## src/sv/kmhc_pkg.sv

```systemverilog
package kmhc_pkg;

    // field widths of the item, result and config channels
    localparam int CMD_W  = 2;
    localparam int CHAR_W = 8;
    localparam int IDX_W  = 16;
    localparam int VAL_W  = 32;
    localparam int CFG_W  = 4;

    // command codes
    localparam logic [CMD_W-1:0] CMD_BASE  = 2'd0;
    localparam logic [CMD_W-1:0] CMD_BREAK = 2'd1;
    localparam logic [CMD_W-1:0] CMD_READ  = 2'd2;

    localparam logic [CFG_W-1:0] KMER_LEN_RESET = 4'd5;

    // nucleotide characters, both cases
    localparam logic [CHAR_W-1:0] CH_A_UP = 8'h41;
    localparam logic [CHAR_W-1:0] CH_A_LO = 8'h61;
    localparam logic [CHAR_W-1:0] CH_G_UP = 8'h47;
    localparam logic [CHAR_W-1:0] CH_G_LO = 8'h67;
    localparam logic [CHAR_W-1:0] CH_C_UP = 8'h43;
    localparam logic [CHAR_W-1:0] CH_C_LO = 8'h63;
    localparam logic [CHAR_W-1:0] CH_T_UP = 8'h54;
    localparam logic [CHAR_W-1:0] CH_T_LO = 8'h74;

    // 2-bit base codes
    localparam logic [1:0] CODE_A = 2'd0;
    localparam logic [1:0] CODE_G = 2'd1;
    localparam logic [1:0] CODE_C = 2'd2;
    localparam logic [1:0] CODE_T = 2'd3;

endpackage

```

## src/sv/kmhc_window.sv

```systemverilog
module kmhc_window #(
    parameter int MAX_K = 8
) (
    input  logic                         i_clk,
    input  logic                         i_rst_n,
    input  logic                         i_en,
    input  logic [kmhc_pkg::CMD_W-1:0]   i_cmd,
    input  logic [kmhc_pkg::CHAR_W-1:0]  i_base_char,
    input  logic [kmhc_pkg::CFG_W-1:0]   i_k_len,
    output logic                         o_hit,
    output logic [2*MAX_K-1:0]           o_index
);

    localparam int IW  = 2 * MAX_K;
    localparam int KW  = kmhc_pkg::CFG_W;
    localparam int RLW = $clog2(MAX_K + 1);
    localparam logic [KW-1:0]  MAX_K_C = KW'(MAX_K);
    localparam logic [RLW-1:0] MAX_RUN = RLW'(MAX_K);

    logic [IW-1:0]  r_win;
    logic [RLW-1:0] r_run;
    logic [IW-1:0]  n_win;
    logic [RLW-1:0] n_run;
    logic           w_valid;
    logic [1:0]     w_code;
    logic [KW-1:0]  w_k;
    logic [IW-1:0]  w_mask;

    always_comb begin
        w_valid = 1'b1;
        w_code  = kmhc_pkg::CODE_A;
        case (i_base_char) inside
            kmhc_pkg::CH_A_UP, kmhc_pkg::CH_A_LO: w_code = kmhc_pkg::CODE_A;
            kmhc_pkg::CH_G_UP, kmhc_pkg::CH_G_LO: w_code = kmhc_pkg::CODE_G;
            kmhc_pkg::CH_C_UP, kmhc_pkg::CH_C_LO: w_code = kmhc_pkg::CODE_C;
            kmhc_pkg::CH_T_UP, kmhc_pkg::CH_T_LO: w_code = kmhc_pkg::CODE_T;
            default: w_valid = 1'b0;
        endcase
    end

    // length 0 acts as 1, above the window as the window
    always_comb begin
        if (i_k_len == '0) begin
            w_k = KW'(1);
        end else if (i_k_len > MAX_K_C) begin
            w_k = MAX_K_C;
        end else begin
            w_k = i_k_len;
        end
    end

    always_comb begin
        for (int i = 0; i < MAX_K; i++) begin
            w_mask[2*i +: 2] = (KW'(i) < w_k) ? 2'b11 : 2'b00;
        end
    end

    assign n_win   = IW'({r_win, w_code});
    assign n_run   = (r_run < MAX_RUN) ? r_run + RLW'(1) : r_run;
    assign o_hit   = (i_cmd == kmhc_pkg::CMD_BASE) && w_valid && (KW'(n_run) >= w_k);
    assign o_index = n_win & w_mask;

    always_ff @(posedge i_clk) begin
        if (!i_rst_n) begin
            r_win <= '0;
            r_run <= '0;
        end else if (i_en) begin
            unique case (i_cmd)
                kmhc_pkg::CMD_BASE: begin
                    if (w_valid) begin
                        r_win <= n_win;
                        r_run <= n_run;
                    end else begin
                        r_run <= '0;
                    end
                end
                kmhc_pkg::CMD_BREAK: r_run <= '0;
                default: ;
            endcase
        end
    end

endmodule

```

## config.mk

```make
export PLATFORM = sky130hd
export DESIGN_NAME = kmhc_window
export DESIGN_NICKNAME = d
export VERILOG_FILES = /design/src/sv/kmhc_pkg.sv /design/src/sv/kmhc_window.sv
export SDC_FILE = /design/constraint.sdc
export NUM_CORES = 1
export LEC_CHECK = 0
export BUFFER_PORTS_ARGS = -buffer_cell sky130_fd_sc_hd__buf_2
export CORE_UTILIZATION = 45
export DETAILED_ROUTE_END_ITERATION = 10
export PLACE_DENSITY_LB_ADDON = 0.2
export SLEW_MARGIN = 25
export SYNTH_ARGS = -nofsm -noshare
export SYNTH_HDL_FRONTEND = slang
export SYNTH_SLANG_ARGS = --single-unit
```

## constraint.sdc

```tcl
create_clock -name i_clk -period 1.6 [get_ports i_clk]
set_clock_uncertainty 0.05 [all_clocks]
set_input_delay 0.24 -clock i_clk [delete_from_list [all_inputs] [get_ports i_clk]]
set_output_delay 0.24 -clock i_clk [all_outputs]
set_load 0.03 [all_outputs]
```

==> key figures <==
Global routing
  – Initial antenna violation count: 0
  – Vias in the first global route: slightly below 1,000
  – Total GRT Usage: a little over a fifth
  – Largest net degree at the start of global routing: 23
  – Total gr overflow: 0
  – First-pass GRT wire length: approximately 4200 um

STA
  – Part of the cycle the worst path needs: 144%
  – Max-slew headroom: between 70% and 80%
  – Fin worst setup slack: -0.700 ns
  – Minimum clock period after layout: about 2.3 ns
  – Worst hold margin: approximately 0.26 ns
  – RSZ-0062 raised after global routing: yes
  – Pins over their slew limit: 0
  – Worst-margin pin slew: 0.344 ns
  – Peak Freq: between 0.4 and 0.5 GHz
  – Final Hold Fails: 0
  – Final setup viols: 1

Logic synthesis
  – Adder-Cell Fraction of Synth Area: 5.62%
  – Syn avg cell area: between 8 and 9 um^2
  – Synthesis Warnings: 0
  – Sequential area share after synthesis: between 30% and 40%
  – Most frequent cell after synthesis: nand2_1
  – Top FF cell, synth: dfxtp_1
  – Synth Area in Simple Gates: between 30% and 40%
  – Synth Area in Compound Gates: between 10% and 20%
  – Largest family of logic cells by synthesized area: simple AND/OR/NAND/NOR gates
  – Mux share of post-synthesis cell area: a little under an eighth
  – Ys async rst share: 0%
  – Leading area contributor after synthesis: dfxtp_1
  – Most instantiated cells after synthesis: nand2_1, dfxtp_1, mux2i_1, nor2b_1
  – Number of synthesized flops with an enable pin: 0
  – Synthesized instance count: 129
  – Post-synth cell types: 39
  – Post-Syn Area: ~0.0011 mm^2
  – Share of the synthesized area in the top cell type: between 30% and 40%
  – Synth Register Bits: 18
  – Post-Synth XOR/XNOR Area: under 10%
  – Top cells by area, synth: dfxtp_1, mux2i_1, nand2_1, nor2b_1, ha_1
  – Syn Nets: about 150

Worst setup path
  – Largest delay contributor family on the critical path: adder cells
  – Logic depth of the worst path, buffers included: 7
  – Crit. End Element: output port
  – Crit path top cell by count: ha_4
  – Crit path largest cell delay: between 0.3 and 0.4 ns
  – Slowest stage cell on the critical path: dfxtp_2
  – CP Class: reg2out
  – R2R Path End: r_run[2]$_SDFFE_PN0P_
  – Worst reg2reg path depth: 6
  – WP data arrival: ~2.0 ns
  – FF-to-FF Start: r_run[3]$_SDFFE_PN0P_
  – Worst setup SP type: flop
  – Data required time of the critical path: between 1 and 1.5 ns
  – CP bufs+invs: 1
  – R2R Setup Slk: 0.28 ns
  – Worst path cell trace: ha_4 -> mux2_4 -> ha_4 -> a21o_1 -> nand3_2 -> a211oi_4 -> buf_6
  – Maximum fanout along the worst path: 2

Die
  – Die area: 0.00268 mm^2
  – Die Height: slightly above 50 um
  – Die X: around 52 um
  – Core area: approximately 0.0023 mm^2
  – Site row count: 17
  – Initial Util: approximately half
  – # IOs: 34

Placement
  – Port bufs: 32
  – Gp weighted congestion: approximately 0.76
  – DP HPWL: about 2000 um

Layout
  – Share of layout cells above drive strength 1: about two fifths
  – Layout net count: approximately 200
  – Ant diodes: 0
  – Area delta synth->final: 37.9%
  – Sequential cell area: between 300 and 400 um^2
  – Fillers: just under 200
  – Multi-input gate area: roughly 760 um^2

CTS
  – Clock transition at the registers of the reported paths: 0.10 ns
  – H-tree Lvls: 1
  – Num CTS Buffers: 3
  – CTS Hold Buffers Added: 0
  – CTS sink count: 18
  – Clk Latency, worst-skew pair: approximately 0.30 ns
  – CTS tree: built
  – Longest Clk Path Bufs: 2
  – Root Driver: clkbuf_4

Power and ir drop
  – Maximum VDD drop: 0.538 mV
  – Tot Pwr: roughly 860 uW
  – Power Density: 560 mW/mm^2
  – Leak: 0.000661 uW

Drt
  – 1st-iter DRT viols: 6
  – Max Used Layer: met4
  – Vias: between 1,000 and 1,500
  – 1st-pass router iterations: 4
  – WL final: 2530 um
  – Wire per inst: around 12 um
  – DRC viols: 0
  – Routed Antenna Nets: 0
  – Via-to-Cell Ratio: ~5.2
  – Met2 WL: 1320 um
  – Met3 wire length: between 100 and 150 um
  – Met1 WL: around 1100 um

Worst hold path
  – HP Start: i_cmd[0]
  – HP Class: in2reg
  – Hold depth: 3
  – Hold-critical path endpoint: r_run[0]$_SDFFE_PN0P_

Status
  – Status: complete, but fails checks
  – Failing checks: negative setup slack

Job
  – Max-capacitance violation count: 0
-- worst min-delay path, stage by stage --
cell	delay (ns)
buf_2	0.11
a2111oi_0	0.06
o21a_1	0.16
-- cells by family after synthesis --
group	Yosys count
buffers and inverters	8
XOR/XNOR	2
adder cells (fa/ha/maj)	5
flip-flops	18
AND/OR/NAND/NOR	63
multiplexers	13
AO/OA/AOI/OAI	20
-- layout by cell type (no fill, tap or decap), drive strengths merged, types with 2 or more instances in the layout --
master / instances
a211oi: 2
nor2b: 13
ha: 5
mux2i: 12
nand2: 23
and2: 2
a21oi: 3
o22ai: 3
dfxtp: 18
nand2b: 4
nor2: 8
buf: 53
clkbuf: 4
nand3: 6
o21a: 4
-- per-stage QoR --
| step | cell area (um^2) | util [%] | instances | setup slack, ns | setup TNS (ns) |
|---|---|---|---|---|---|
| 3_5_place_dp | 1480 | 65.0 | 203 | -0.462 | -0.462 |
| 4_1_cts | 1520 | 66.9 | 207 | -0.733 | -0.733 |
| 2_1_floorplan | 1150 | - | 129 | -0.407 | -0.407 |
| 6_report | 1540 | 67.5 | 207 | -0.700 | -0.700 |
| 3_3_place_gp | 1480 | 65.0 | 203 | -0.431 | -0.431 |
| 5_1_grt | 1540 | 67.5 | 207 | -0.781 | -0.781 |
-- worst max path at each step --
| stage | start | end | slack (ns) |
|---|---|---|---|
| CTS | r_run[1]$_SDFFE_PN0P_ | o_hit | -0.73 |
| finish | r_run[1]$_SDFFE_PN0P_ | o_hit | -0.70 |
| detailed placement | r_run[1]$_SDFFE_PN0P_ | o_hit | -0.46 |
| global placement | r_run[1]$_SDFFE_PN0P_ | o_hit | -0.43 |
| floorplan | r_run[1]$_SDFFE_PN0P_ | o_hit | -0.41 |
| global route | r_run[1]$_SDFFE_PN0P_ | o_hit | -0.78 |
-- timing repair --
action,in CTS,in global routing
pin swaps,2,2
buffers inserted,0,0
hold endpoints to repair,0,0
setup endpoints to repair,1,1
resized for setup,2,1
-- metal layers --
metal | GRT usage [%] | up-vias
met5 | 0 | -
met4 | 6.76 | 0
met3 | 7.31 | 4
met2 | 39.4 | 24
met1 | 23.7 | 494
li1 | - | 547
-- flip-flops by register name, summed over array words and instances, names as in the netlist --
signal  cells
r_win      14
r_run       4
-- report_power, final --
part | switching [uW] | internal [uW] | total, uW
clock | 148 | 139 | 287
combinational | 68.0 | 56.6 | 125
sequential | 0.157 | 448 | 448
-- layout make-up --
type	count	area share, %
repair buffers	53	21.9
clock buffers	4	2.36
well taps	28	2.28
flip-flops and latches	18	23.6
multi-input cells	103	49.6
inverters	1	0.244
Power figures use the tool's default switching activity.
